### src/rtl/slwm_pkg.sv
`timescale 1ns / 1ps
// ----------------------------------------------------------------------------
// slwm_pkg
// Shared types and constants of the sliding window minimizer selector.
// ----------------------------------------------------------------------------
package slwm_pkg;

  localparam int HASH_W = 56;
  localparam int LOW_W  = 8;
  localparam int TAG_W  = 64;
  localparam int CFG_W  = 6;

  localparam logic [CFG_W-1:0] CFG_RESET    = CFG_W'(16);
  localparam logic [TAG_W-1:0] TAG_ALL_ONES = {TAG_W{1'b1}};

  // One ring entry: hash, low byte and position tag.
  typedef struct packed {
    logic [HASH_W-1:0] hash;
    logic [LOW_W-1:0]  low;
    logic [TAG_W-1:0]  tag;
  } slwm_item_t;

  localparam int ITEM_W = $bits(slwm_item_t);

  typedef enum logic [2:0] {
    ST_IDLE,
    ST_WRITE,
    ST_SCAN,
    ST_LAST,
    ST_DECIDE
  } slwm_state_e;

endpackage

### src/rtl/slwm_in_if.sv
`timescale 1ns / 1ps
// ----------------------------------------------------------------------------
// slwm_in_if
// Input word channel: one hashed item per word.
// ----------------------------------------------------------------------------
interface slwm_in_if;
  import slwm_pkg::*;

  logic              valid;
  logic              ready;
  logic              first_of_sequence;
  logic [HASH_W-1:0] hash_value;
  logic [LOW_W-1:0]  low_byte;
  logic [TAG_W-1:0]  position_tag;

  modport source (
    output valid, first_of_sequence, hash_value, low_byte, position_tag,
    input  ready
  );
  modport sink (
    input  valid, first_of_sequence, hash_value, low_byte, position_tag,
    output ready
  );
endinterface

### src/rtl/slwm_out_if.sv
`timescale 1ns / 1ps
// ----------------------------------------------------------------------------
// slwm_out_if
// Result word channel: the selected window minimum.
// ----------------------------------------------------------------------------
interface slwm_out_if;
  import slwm_pkg::*;

  logic              valid;
  logic              ready;
  logic [HASH_W-1:0] min_hash;
  logic [LOW_W-1:0]  min_low_byte;
  logic [TAG_W-1:0]  min_position_tag;

  modport source (
    output valid, min_hash, min_low_byte, min_position_tag,
    input  ready
  );
  modport sink (
    input  valid, min_hash, min_low_byte, min_position_tag,
    output ready
  );
endinterface

### src/rtl/slwm_cfg_if.sv
`timescale 1ns / 1ps
// ----------------------------------------------------------------------------
// slwm_cfg_if
// Configuration write channel carrying the window size.
// ----------------------------------------------------------------------------
interface slwm_cfg_if;
  import slwm_pkg::*;

  logic             valid;
  logic             ready;
  logic [CFG_W-1:0] window_size;

  modport source (
    output valid, window_size,
    input  ready
  );
  modport sink (
    input  valid, window_size,
    output ready
  );
endinterface

### src/rtl/slwm_front.sv
`timescale 1ns / 1ps
// ----------------------------------------------------------------------------
// slwm_front
// Accepts input words, tracks ring pointer and fill count, and tags each
// word with its ring slot, window size and whether it triggers a scan.
// ----------------------------------------------------------------------------
module slwm_front
  import slwm_pkg::*;
#(
  parameter int AW = 5,
  parameter int EW = 6,
  parameter int WMAX = 32,
  parameter int JW = 1 + 1 + AW + EW + ITEM_W
) (
  input  logic             clk_i,
  input  logic             rst_ni,
  slwm_in_if.sink          in_i,
  input  logic [CFG_W-1:0] window_size_i,
  input  logic             full_i,
  output logic             push_o,
  output logic [JW-1:0]    job_o
);

  localparam int CW = (EW > CFG_W) ? EW : CFG_W;

  logic [AW-1:0] wp_q, wp_d;
  logic [EW-1:0] fill_q, fill_d;
  logic [CW-1:0] cfg_ext;
  logic [EW-1:0] ws;
  logic [AW-1:0] wp_cur, slot;
  logic [EW-1:0] fill_cur, slot_inc;
  logic          do_scan;
  slwm_item_t    item;

  // Window size of zero acts as one, anything above the ring depth saturates.
  always_comb begin
    cfg_ext = CW'(window_size_i);
    if (cfg_ext == '0) begin
      ws = EW'(1);
    end else if (cfg_ext > CW'(WMAX)) begin
      ws = EW'(WMAX);
    end else begin
      ws = EW'(cfg_ext);
    end
  end

  always_comb begin
    wp_cur   = in_i.first_of_sequence ? '0 : wp_q;
    fill_cur = in_i.first_of_sequence ? '0 : fill_q;
    // pointer left past the window after a shrink restarts at slot 0
    slot     = (EW'(wp_cur) >= ws) ? '0 : wp_cur;
    slot_inc = EW'(slot) + EW'(1);
    wp_d     = (slot_inc == ws) ? '0 : AW'(slot_inc);
    fill_d   = (fill_cur < ws) ? fill_cur + EW'(1) : fill_cur;
    do_scan  = !(fill_d < ws);
    item.hash = in_i.hash_value;
    item.low  = in_i.low_byte;
    item.tag  = in_i.position_tag;
  end

  assign in_i.ready = !full_i;
  assign push_o     = in_i.valid && !full_i;
  assign job_o      = {in_i.first_of_sequence, do_scan, slot, ws, item};

  always_ff @(posedge clk_i or negedge rst_ni) begin
    if (!rst_ni) begin
      wp_q   <= '0;
      fill_q <= '0;
    end else if (push_o) begin
      wp_q   <= wp_d;
      fill_q <= fill_d;
    end
  end

endmodule

### src/rtl/slwm_queue.sv
`timescale 1ns / 1ps
// ----------------------------------------------------------------------------
// slwm_queue
// Two-entry queue between the front and back parts.
// ----------------------------------------------------------------------------
module slwm_queue #(
  parameter int W = 8
) (
  input  logic         clk_i,
  input  logic         rst_ni,
  input  logic         push_i,
  input  logic [W-1:0] push_data_i,
  output logic         full_o,
  input  logic         pop_i,
  output logic         nonempty_o,
  output logic [W-1:0] pop_data_o
);

  logic [W-1:0] store_q [2];
  logic         wr_ptr_q, rd_ptr_q;
  logic [1:0]   count_q, count_d;

  assign full_o     = (count_q == 2'd2);
  assign nonempty_o = (count_q != 2'd0);
  assign pop_data_o = store_q[rd_ptr_q];

  always_comb begin
    count_d = count_q;
    if (push_i && !pop_i) begin
      count_d = count_q + 2'd1;
    end else if (pop_i && !push_i) begin
      count_d = count_q - 2'd1;
    end
  end

  always_ff @(posedge clk_i) begin
    if (push_i) begin
      store_q[wr_ptr_q] <= push_data_i;
    end
  end

  always_ff @(posedge clk_i or negedge rst_ni) begin
    if (!rst_ni) begin
      wr_ptr_q <= 1'b0;
      rd_ptr_q <= 1'b0;
      count_q  <= 2'd0;
    end else begin
      if (push_i) begin
        wr_ptr_q <= !wr_ptr_q;
      end
      if (pop_i) begin
        rd_ptr_q <= !rd_ptr_q;
      end
      count_q <= count_d;
    end
  end

endmodule

### src/rtl/slwm_back.sv
`timescale 1ns / 1ps
// ----------------------------------------------------------------------------
// slwm_back
// Writes each word into the window ring, scans the ring one slot a cycle
// for the smallest hash, and emits the minimum when its tag is new.
// ----------------------------------------------------------------------------
module slwm_back
  import slwm_pkg::*;
#(
  parameter int AW = 5,
  parameter int EW = 6,
  parameter int WMAX = 32,
  parameter int JW = 1 + 1 + AW + EW + ITEM_W
) (
  input  logic          clk_i,
  input  logic          rst_ni,
  input  logic          nonempty_i,
  input  logic [JW-1:0] job_i,
  output logic          pop_o,
  slwm_out_if.source    out_o
);

  slwm_state_e   state_q, state_d;

  logic [ITEM_W-1:0] ring_mem [WMAX];

  logic [JW-1:0] job_q;
  slwm_item_t    job_item;
  logic [EW-1:0] job_ws;
  logic [AW-1:0] job_slot;
  logic          job_scan;
  logic          job_first;

  logic [AW-1:0] idx_q;
  logic          rvld_q;
  logic [AW-1:0] ridx_q;
  slwm_item_t    rdata_q;
  slwm_item_t    best_q;
  logic [TAG_W-1:0] last_tag_q;

  slwm_item_t    out_q;
  logic          out_valid_q;

  logic          mem_we, rd_en, out_load, emit, out_free, scan_end;

  assign job_item  = slwm_item_t'(job_q[ITEM_W-1:0]);
  assign job_ws    = job_q[ITEM_W +: EW];
  assign job_slot  = job_q[ITEM_W+EW +: AW];
  assign job_scan  = job_q[ITEM_W+EW+AW];
  assign job_first = job_q[JW-1];

  assign scan_end = (EW'(idx_q) == job_ws - EW'(1));
  assign emit     = (best_q.tag != last_tag_q);
  assign out_free = !out_valid_q || out_o.ready;

  // next state
  always_comb begin
    state_d = state_q;
    unique case (state_q)
      ST_IDLE:   if (nonempty_i) state_d = ST_WRITE;
      ST_WRITE:  state_d = job_scan ? ST_SCAN : ST_IDLE;
      ST_SCAN:   if (scan_end) state_d = ST_LAST;
      ST_LAST:   state_d = ST_DECIDE;
      ST_DECIDE: if (!emit || out_free) state_d = ST_IDLE;
      default:   state_d = ST_IDLE;
    endcase
  end

  // outputs
  always_comb begin
    pop_o    = 1'b0;
    mem_we   = 1'b0;
    rd_en    = 1'b0;
    out_load = 1'b0;
    unique case (state_q)
      ST_IDLE:   pop_o    = nonempty_i;
      ST_WRITE:  mem_we   = 1'b1;
      ST_SCAN:   rd_en    = 1'b1;
      ST_LAST:   ;
      ST_DECIDE: out_load = emit && out_free;
      default:   ;
    endcase
  end

  always_ff @(posedge clk_i) begin
    if (mem_we) begin
      ring_mem[job_slot] <= job_item;
    end
    if (rd_en) begin
      rdata_q <= slwm_item_t'(ring_mem[idx_q]);
    end
  end

  // payload registers
  always_ff @(posedge clk_i) begin
    if (pop_o) begin
      job_q <= job_i;
    end
    ridx_q <= idx_q;
    // strict less-than keeps the lowest slot on equal hashes
    if (rvld_q && ((ridx_q == '0) || (rdata_q.hash < best_q.hash))) begin
      best_q <= rdata_q;
    end
    if (out_load) begin
      out_q <= best_q;
    end
  end

  always_ff @(posedge clk_i or negedge rst_ni) begin
    if (!rst_ni) begin
      state_q     <= ST_IDLE;
      idx_q       <= '0;
      rvld_q      <= 1'b0;
      last_tag_q  <= TAG_ALL_ONES;
      out_valid_q <= 1'b0;
    end else begin
      state_q <= state_d;
      rvld_q  <= rd_en;
      if (state_q == ST_WRITE) begin
        idx_q <= '0;
      end else if (rd_en && !scan_end) begin
        idx_q <= idx_q + AW'(1);
      end
      if (state_q == ST_WRITE && job_first) begin
        last_tag_q <= TAG_ALL_ONES;
      end else if (out_load) begin
        last_tag_q <= best_q.tag;
      end
      if (out_load) begin
        out_valid_q <= 1'b1;
      end else if (out_o.ready) begin
        out_valid_q <= 1'b0;
      end
    end
  end

  assign out_o.valid            = out_valid_q;
  assign out_o.min_hash         = out_q.hash;
  assign out_o.min_low_byte     = out_q.low;
  assign out_o.min_position_tag = out_q.tag;

endmodule

### src/rtl/sliding_window_minimizer_select.sv
`timescale 1ns / 1ps
// ----------------------------------------------------------------------------
// sliding_window_minimizer_select
// Each input word passes the two-entry queue and is written into the window
// ring; for a word that triggers a scan the ring is scanned one slot a cycle
// for the smallest hash; the back part takes no new word until it is done.
// Reset: pointer and fill count clear, last tag all ones, window size 16;
// ring contents are undefined until written, no clearing pass.
// ----------------------------------------------------------------------------
module sliding_window_minimizer_select
  import slwm_pkg::*;
#(
  parameter int WINDOW_MAX = 32
) (
  input  logic       clk_i,
  input  logic       rst_ni,
  slwm_cfg_if.sink   cfg_i,
  slwm_in_if.sink    in_i,
  slwm_out_if.source out_o
);

  localparam int AW = (WINDOW_MAX > 1) ? $clog2(WINDOW_MAX) : 1;
  localparam int EW = $clog2(WINDOW_MAX + 1);
  localparam int JW = 1 + 1 + AW + EW + ITEM_W;

  logic [CFG_W-1:0] window_size_q;
  logic             push, full, pop, nonempty;
  logic [JW-1:0]    push_job, pop_job;

  assign cfg_i.ready = 1'b1;

  always_ff @(posedge clk_i or negedge rst_ni) begin
    if (!rst_ni) begin
      window_size_q <= CFG_RESET;
    end else if (cfg_i.valid) begin
      window_size_q <= cfg_i.window_size;
    end
  end

  slwm_front #(
    .AW   (AW),
    .EW   (EW),
    .WMAX (WINDOW_MAX),
    .JW   (JW)
  ) u_front (
    .clk_i         (clk_i),
    .rst_ni        (rst_ni),
    .in_i          (in_i),
    .window_size_i (window_size_q),
    .full_i        (full),
    .push_o        (push),
    .job_o         (push_job)
  );

  slwm_queue #(
    .W (JW)
  ) u_queue (
    .clk_i       (clk_i),
    .rst_ni      (rst_ni),
    .push_i      (push),
    .push_data_i (push_job),
    .full_o      (full),
    .pop_i       (pop),
    .nonempty_o  (nonempty),
    .pop_data_o  (pop_job)
  );

  slwm_back #(
    .AW   (AW),
    .EW   (EW),
    .WMAX (WINDOW_MAX),
    .JW   (JW)
  ) u_back (
    .clk_i      (clk_i),
    .rst_ni     (rst_ni),
    .nonempty_i (nonempty),
    .job_i      (pop_job),
    .pop_o      (pop),
    .out_o      (out_o)
  );

endmodule
### src/flat_wrapper.sv
// flat-port wrapper written by rule: the top's interface ports become plain ports
module sliding_window_minimizer_select_flat import slwm_pkg::*;
#(
  parameter int WINDOW_MAX = 32
)
  (clk_i, rst_ni, cfg_i_valid, cfg_i_window_size, cfg_i_ready, in_i_valid, in_i_first_of_sequence, in_i_hash_value, in_i_low_byte, in_i_position_tag, in_i_ready, out_o_valid, out_o_min_hash, out_o_min_low_byte, out_o_min_position_tag, out_o_ready);
  slwm_cfg_if cfg_i_i ();
  slwm_in_if in_i_i ();
  slwm_out_if out_o_i ();
  input  logic clk_i;
  input  logic rst_ni;
  input wire logic [$bits(cfg_i_i.valid)-1:0] cfg_i_valid;
  input wire logic [$bits(cfg_i_i.window_size)-1:0] cfg_i_window_size;
  output wire logic [$bits(cfg_i_i.ready)-1:0] cfg_i_ready;
  input wire logic [$bits(in_i_i.valid)-1:0] in_i_valid;
  input wire logic [$bits(in_i_i.first_of_sequence)-1:0] in_i_first_of_sequence;
  input wire logic [$bits(in_i_i.hash_value)-1:0] in_i_hash_value;
  input wire logic [$bits(in_i_i.low_byte)-1:0] in_i_low_byte;
  input wire logic [$bits(in_i_i.position_tag)-1:0] in_i_position_tag;
  output wire logic [$bits(in_i_i.ready)-1:0] in_i_ready;
  output wire logic [$bits(out_o_i.valid)-1:0] out_o_valid;
  output wire logic [$bits(out_o_i.min_hash)-1:0] out_o_min_hash;
  output wire logic [$bits(out_o_i.min_low_byte)-1:0] out_o_min_low_byte;
  output wire logic [$bits(out_o_i.min_position_tag)-1:0] out_o_min_position_tag;
  input wire logic [$bits(out_o_i.ready)-1:0] out_o_ready;
  assign cfg_i_i.valid = cfg_i_valid;
  assign cfg_i_i.window_size = cfg_i_window_size;
  assign cfg_i_ready = cfg_i_i.ready;
  assign in_i_i.valid = in_i_valid;
  assign in_i_i.first_of_sequence = in_i_first_of_sequence;
  assign in_i_i.hash_value = in_i_hash_value;
  assign in_i_i.low_byte = in_i_low_byte;
  assign in_i_i.position_tag = in_i_position_tag;
  assign in_i_ready = in_i_i.ready;
  assign out_o_valid = out_o_i.valid;
  assign out_o_min_hash = out_o_i.min_hash;
  assign out_o_min_low_byte = out_o_i.min_low_byte;
  assign out_o_min_position_tag = out_o_i.min_position_tag;
  assign out_o_i.ready = out_o_ready;
  sliding_window_minimizer_select #(.WINDOW_MAX(WINDOW_MAX)) u_core (.clk_i(clk_i), .rst_ni(rst_ni), .cfg_i(cfg_i_i), .in_i(in_i_i), .out_o(out_o_i));
endmodule
### config.mk
export PLATFORM = sky130hd
export DESIGN_NAME = sliding_window_minimizer_select_flat
export DESIGN_NICKNAME = d
export VERILOG_FILES = /design/src/rtl/slwm_pkg.sv /design/src/rtl/slwm_in_if.sv /design/src/rtl/slwm_out_if.sv /design/src/rtl/slwm_cfg_if.sv /design/src/rtl/slwm_front.sv /design/src/rtl/slwm_queue.sv /design/src/rtl/slwm_back.sv /design/src/rtl/sliding_window_minimizer_select.sv /design/src/flat_wrapper.sv
export SDC_FILE = /design/constraint.sdc
export NUM_CORES = 2
export LEC_CHECK = 0
export BUFFER_PORTS_ARGS = -buffer_cell sky130_fd_sc_hd__buf_4
export CAP_MARGIN = 20
export CELL_PAD_IN_SITES_DETAIL_PLACEMENT = 1
export CELL_PAD_IN_SITES_GLOBAL_PLACEMENT = 1
export CORE_MARGIN = 2
export CORE_UTILIZATION = 30
export CTS_CLUSTER_SIZE = 20
export DETAILED_ROUTE_END_ITERATION = 8
export GPL_TIMING_DRIVEN = 0
export PLACE_DENSITY_LB_ADDON = 0.1
export SLEW_MARGIN = 5
export SYNTH_ARGS = -nofsm -noshare
export SYNTH_HDL_FRONTEND = slang
export SYNTH_MEMORY_MAX_BITS = 65536
export SYNTH_SLANG_ARGS = --single-unit
### constraint.sdc
create_clock -name clk_i -period 19.1 [get_ports clk_i]
set_clock_uncertainty 0.15 [all_clocks]
set_input_delay 0.955 -clock clk_i [delete_from_list [all_inputs] [get_ports clk_i]]
set_output_delay 0.955 -clock clk_i [all_outputs]
set_load 0.02 [all_outputs]
; ---- Word-level counts from Yosys, hierarchy flattened
; Memories as Yosys holds them, arrays and structs flattened. A register that Yosys moved wholly into a read port is not among the register bits.
; Cells that the tools add are included.
[word_totals]
regBits = 356
latch_bits = 0
ramBits = 4378
mem_bits_ro = 0
elab_cells = 98
mem_count = 2
[op_classes]
addsub = 6
multipliers = 0
n_div = 0
n_lt_le_gt_ge = 5
eq_ne = 11
shifts = 0
mux = 28
n_bitwise = 0
n_reduce_logical = 28
[mem_list]
columns = memory, depth, width, rd, rd_ports_with_merged_regs, wr, line_no
row1 = u_core.u_back.ring_mem, 32, 128, 1, 1, 1, slwm_back.sv:25  ; logic [ITEM_W-1:0] ring_mem [WMAX];
row2 = u_core.u_queue.store_q, 2, 141, 1, 1, 1, slwm_queue.sv:19  ; logic [W-1:0] store_q [2];
[op_table]
columns = operator, count
row1 = $mux 64, 2
row2 = $ne 64x64->1, 1
row3 = $lt 56x56->1, 1
row4 = $mux 5, 5
row5 = $mux 6, 4
row6 = $pmux 3 s5, 1
row7 = $lt 6x6->1, 2
row8 = $mux 1, 10
row9 = $reduce_bool 2->1, 5
row10 = $logic_not 1->1, 9
row11 = $mux 3, 3
row12 = $logic_and 1x1->1, 7
row13 = $add 5x1->6 const B, 1
row14 = $add 6x1->6 const B, 1
row15 = $eq 3x2->1 const B, 2
row16 = $eq 5x6->1, 1
row17 = $eq 6x6->1, 1
row18 = $ge 5x6->1, 1
row19 = $gt 6x6->1 const B, 1
row20 = $logic_not 6->1, 1
row21 = $mux 2, 3
row22 = $ne 2x2->1 const B, 3
row23 = $sub 6x1->6 const B, 1
row24 = $add 5x1->5 const B, 1
row25 = other kinds (9), 11

; ---- Longest topological paths before layout
[depth]
ltp_word = 8
mapped_depth = 18
mapped_depth_nobuf = 16

; ---- Cells and area by module
; From an unflattened synthesis, not the netlist that was laid out.
[unflattened]
cells_unflattened = 7794
area_unflattened_um2 = 189440.4
[by_module_without_submodules]
columns = module, n_inst, cells_per_inst, area_each_um2, seq_area_each_um2
row1 = slwm_back, 1, 7024, 176106.4, 140795.0
row2 = slwm_queue, 1, 455, 10687.8, 8568.2
row3 = slwm_front, 1, 300, 2382.3, 275.3
row4 = sliding_window_minimizer_select, 1, 15, 264.0, 151.4

; ---- Worst setup path before layout
; Ideal clock, no wire load.
[synth_timing]
kind = reg2reg
startpoint = reg u_core.u_back.state_q[1]
endpoint = reg u_core.u_back.idx_q[4]
setup_time_ns = 0.132
arrival_time_ns = 11.735
required_ns = 18.818
slack_ns = 7.084
stages_incl_launch_ff = 7
period_less_slack_ns = 12.016
cell_sequence = dfrtp_1 -> nor3b_1 -> o41ai_1 -> a31oi_1 -> nand4_1 -> xor2_1 -> nor2_1
[synth_between]
elab_chain_len = 4
[synth_rtl]
columns = item, line_no
row1 = start: declaration, slwm_back.sv:23  ; slwm_state_e state_q, state_d;
row2 = start signal: assignment, slwm_back.sv:117  ; state_q <= state_d;
row3 = $eq 3x2->1, slwm_back.sv:75  ; unique case (state_q)
row4 = $mux 1, slwm_back.sv:75
row5 = via u_core.u_back.rd_en, slwm_back.sv:44  ; logic mem_we, rd_en, out_load, emit, out_free, scan_end;
row6 = $logic_and 1x1->1, slwm_back.sv:121  ; end else if (rd_en && !scan_end) begin
row7 = $reduce_bool 2->1 (no line), -
row8 = end signal: assignment, slwm_back.sv:122  ; idx_q <= idx_q + AW'(1);
row9 = end: declaration, slwm_back.sv:34  ; logic [AW-1:0] idx_q;
; The timed path passes the listed nets, and every way through them passes these cells.
; A chain may end at the register's enable or synchronous reset.

; ---- Worst setup path after layout
[layout_timing]
startpoint = in in_i_first_of_sequence
endpoint = reg u_core.u_front.wp_q[2]
[layout_between]
elab_chain_len = 6
[layout_rtl]
columns = item, line_no
row1 = start: declaration, flat_wrapper.sv:16  ; input wire logic [$bits(in_i_i.first_of_sequence)-1:0] in_i_first_of_sequence;
row2 = $mux 5 (*), slwm_front.sv:48  ; wp_cur = in_i.first_of_sequence ? '0 : wp_q;
row3 = $ge 5x6->1, slwm_front.sv:51  ; slot = (EW'(wp_cur) >= ws) ? '0 : wp_cur;
row4 = $mux 5 (*), slwm_front.sv:51
row5 = via u_core.push_job[135], sliding_window_minimizer_select.sv:28  ; logic [JW-1:0] push_job, pop_job;
row6 = $add 5x1->6 (*), slwm_front.sv:52  ; slot_inc = EW'(slot) + EW'(1);
row7 = $eq 6x6->1, slwm_front.sv:53  ; wp_d = (slot_inc == ws) ? '0 : AW'(slot_inc);
row8 = $mux 5 (*), slwm_front.sv:53
row9 = end signal: assignment, slwm_front.sv:70  ; wp_q <= wp_d;
row10 = end: declaration, slwm_front.sv:26  ; logic [AW-1:0] wp_q, wp_d;
; The timed path passes the listed nets; every way through them passes the cells marked *.

==> metrics.md <==
| Metric | Value |
|---|---|
| Run status | completed |
| Count of antenna-violating nets left after detailed routing | 0 |
| PwrDens | 146 mW/mm² |
| CP cell instances | dlygate4sd3_1, buf_4, clkbuf_1, clkbuf_1, buf_1, nor2b_1, ha_1, a21o_1, a31oi_1, o22ai_1, clkbuf_1, nor2_1, and2_1, ha_1, nand3_1, xor2_1, nor4_1, nand4b_1, nor4b_2, nor3_1 |
| Final HPWL DP | 421 mm |
| VDD IR max | 0.106 mV |
| Worst Path Arrival | 6.25 ns |
| Reg area | 0.150 mm² |
| Max Fclk | 0.183 GHz |
| Layout area overhead | 22.1% |
| Syn_nets | 7864 |
| Area post-placement | 0.209 mm² |
| Synth async-reset ratio | 1.90% |
| Top cells by count, synth | edfxtp_1 (4903), mux4_2 (1280), mux2_2 (276), clkbuf_1 (210), a21oi_1 (155) |
| DRC errors left | 0 |
| Cell count after synthesis | 7649 |
| Final-report hold violation count | 0 |
| M1 wire length | 277 mm |
| CTS tree | done |
| I/O pins | 271 |
| FF+latch count, synth | 5003 |
| Worst-Skew Late Latency | 1.10 ns |
| Via density | 4.97 |
| Placed instance count | 16700 |
| Max FO, Critical Path | 10 |
| Final worst path period need | 5.46 ns |
| Yosys cell types | 61 |
| Share of cells above drive strength 1 | 35.1% |
| CTS Buf Count | 578 |
| Gr ovfl total | 0 |
| Ys Warns | 0 |
| Most used cell, CP | clkbuf_1 |
| Detailed Routing Iterations Pass 1 | 5 |
| Area occupied by multi-input gates | 0.0366 mm² |
| Root Driver | clkbuf_16 |
| Die height | 795 µm |
| First-pass GRT wire length | 835 mm |
| Final Cycle Share | 28.6% |
| CTS sink cnt | 5003 |
| Crit path largest cell delay | 0.55 ns |
| Filler Cell Count | 58800 |
| WP data required | 19.88 ns |
| DR iter-0 viols | 8977 |
| Pin slew with the least headroom to its limit | 1.22 ns |
| Final cell count without fillers | 17900 |
| Nets | 9305 |
| Critical Path Sink Type | register |
| Most common cell in the netlist | edfxtp_1 |
| Fin Hold WS | 0.106 ns |
| Startpoint Class | input port |
| Place WS | 13.14 ns |
| Number of flops mapped to enable cells by yosys | 4903 |
| PostCTS Resize Cnt | 0 |
| Placer congestion estimate | 0.723 |
| Synthesized area per cell | 24.6 µm² |
| Initial core utilization | 30.1% |
| Met2 Routed Length | 299 mm |
| Hold-fix buffers at CTS | 136 |
| Vias in the first global route | 95500 |
| Reg clk slew, reported paths | 0.06 ns |
| Die X | 795 µm |
| Final design utilization | 36.8% |
| Final Cell Area | 0.229 mm² |
| Worst-case clock buffer depth | 4 |
| Full die area | 0.633 mm² |
| Synth area leader | edfxtp_1 |
| CP max-delay cell | nor4b_2 |
| GRT Overall Usage | 19.2% |
| Total wire length | 617 mm |
| Via count | 88900 |
| Initial antenna violation count | 49 |
| Routed wire length per instance | 34.5 µm |
| Post-CTS Setup Bufs | 0 |
| Ys flop type | edfxtp_1 |
| Worst setup margin | 13.64 ns |
| IO Port Bufs | 268 |
| Share of the synthesized area in the top cell type | 78.4% |
| Top cells by area, synth | edfxtp_1 (78%), mux4_2 (15%), mux2_2 (1.7%), dfstp_2 (0.91%), ha_1 (0.50%) |
| Max_slew headroom | 18.9% |
| Critical path class | in2reg |
| MaxCap Viol Count | 0 |
| Largest net degree at the start of global routing | 75 |
| Setup violators final | 0 |
| RSZ-0062 raised after global routing | false |
| H-tree depth | 6 |
| Count of final max-slew check failures | 0 |
| Sequential area share after synthesis | 79.7% |
| HP Class | in2reg |
| WL met3 | 29.2 mm |
| CORE AREA | 0.624 mm² |
| Netlist Area Pre-Place | 0.188 mm² |
| Leakage | 71.1 nW |
| DR top layer | met4 |
| Row count | 290 |
[logic make-up after synthesis]
logic type / synth area share, %
other cells: 0.00200
xor+xnor: 0.413
mux: 17.0
compound gates: 0.696
fa+ha+maj: 0.500
flops: 79.7
buf+inv: 0.952
simple gates: 0.697
[state kept, by name, indices dropped and copies added (netlist names)]
signal / flops
u_core.u_queue.wr_ptr_q: 1
u_core.u_back.rdata_q: 128
u_core.u_back.job_q: 141
u_core.u_back.best_q: 128
u_core.window_size_q: 6
u_core.u_queue.store_q: 282
u_core.u_back.out_o.min_low_byte: 8
u_core.u_front.fill_q: 6
u_core.u_back.idx_q: 5
u_core.u_back.out_o.valid: 1
u_core.u_back.ridx_q: 5
u_core.u_back.out_o.min_position_tag: 64
u_core.u_back.out_o.min_hash: 56
u_core.u_back.ring_mem: 4096
u_core.u_back.rvld_q: 1
u_core.u_back.state_q: 3
u_core.u_queue.rd_ptr_q: 1
u_core.u_front.wp_q: 5
u_core.u_queue.count_q: 2
u_core.u_back.last_tag_q: 64
[cell usage in the layout, fill, tap and decap left out, types with 27 or more instances in the layout]
master	count
xor2_1	74
nand2_1	27
clkinv_1	130
mux2_2	276
buf_6	30
ha_1	75
buf_4	280
inv_1	68
edfxtp_1	4903
nor2_1	91
nor2_4	33
buf_2	130
buf_16	107
clkbuf_1	303
clkinv_2	79
buf_8	31
a21oi_1	155
clkbuf_16	586
dfrtp_1	30
clkbuf_2	53
dfstp_2	65
buf_12	283
dlygate4sd3_1	136
mux4_2	1280
[area by class of cell]
| class | instances | share of cell area [%] |
|---|---|---|
| diodes | 22 | 0.0240 |
| flip-flops and latches | 5003 | 65.3 |
| repair buffers | 861 | 5.58 |
| well taps | 8322 | 4.54 |
| plain buffers | 358 | 0.705 |
| clock buffers | 742 | 6.69 |
| inverters | 70 | 0.121 |
| clock inverters | 297 | 1.11 |
| multi-input cells | 2218 | 15.9 |
[report_power, final]
part / switching [mW] / total [mW] / leakage, nW / internal (mW)
clock network: 4.56 / 10.6 / 8.71 / 6.05
logic: 4.02 / 6.83 / 17.0 / 2.80
registers: 1.36 / 16.0 / 45.4 / 14.7
[metal layers]
layer / global-route usage [%] / up-vias
met3: 2.65 / 628
met1: 27.4 / 50200
li1: - / 35800
met2: 31.6 / 2357
met4: 3.51 / 0
met5: 0 / -
[per-stage QoR]
step	setup TNS (ns)	power (mW)
2_1_floorplan	0	19.3
3_3_place_gp	-4838.70	22.9
3_5_place_dp	0	23.1
4_1_cts	0	33.8
5_1_grt	0	34.7
6_report	0	33.5
[worst paths after layout]
kind | startpoint | to | slack [ns] | cells past startpoint
setup / recovery | in_i_first_of_sequence | u_core.u_front.wp_q[2] | 13.64 | 20
hold / removal | cfg_i_valid | u_core.window_size_q[5] | 0.11 | 3
setup reg to reg | u_core.window_size_q[3] | u_core.u_front.wp_q[2] | 14.01 | 17
hold reg to reg | u_core.u_back.idx_q[2] | u_core.u_back.ridx_q[2] | 0.23 | 0
max in group asynchronous | rst_ni | u_core.u_back.rvld_q | 17.77 | 3
min in group asynchronous | rst_ni | u_core.u_back.out_o.valid | 0.15 | 2
[critical path: cells and delay by family]
| family | cells | cell delay, ns |
|---|---|---|
| compound gates | 3 | 0.63 |
| xor+xnor | 1 | 0.29 |
| fa+ha+maj | 2 | 0.49 |
| buf+inv | 6 | 2.17 |
| simple gates | 8 | 1.69 |
No activity file was read; power rests on OpenSTA's default activity.
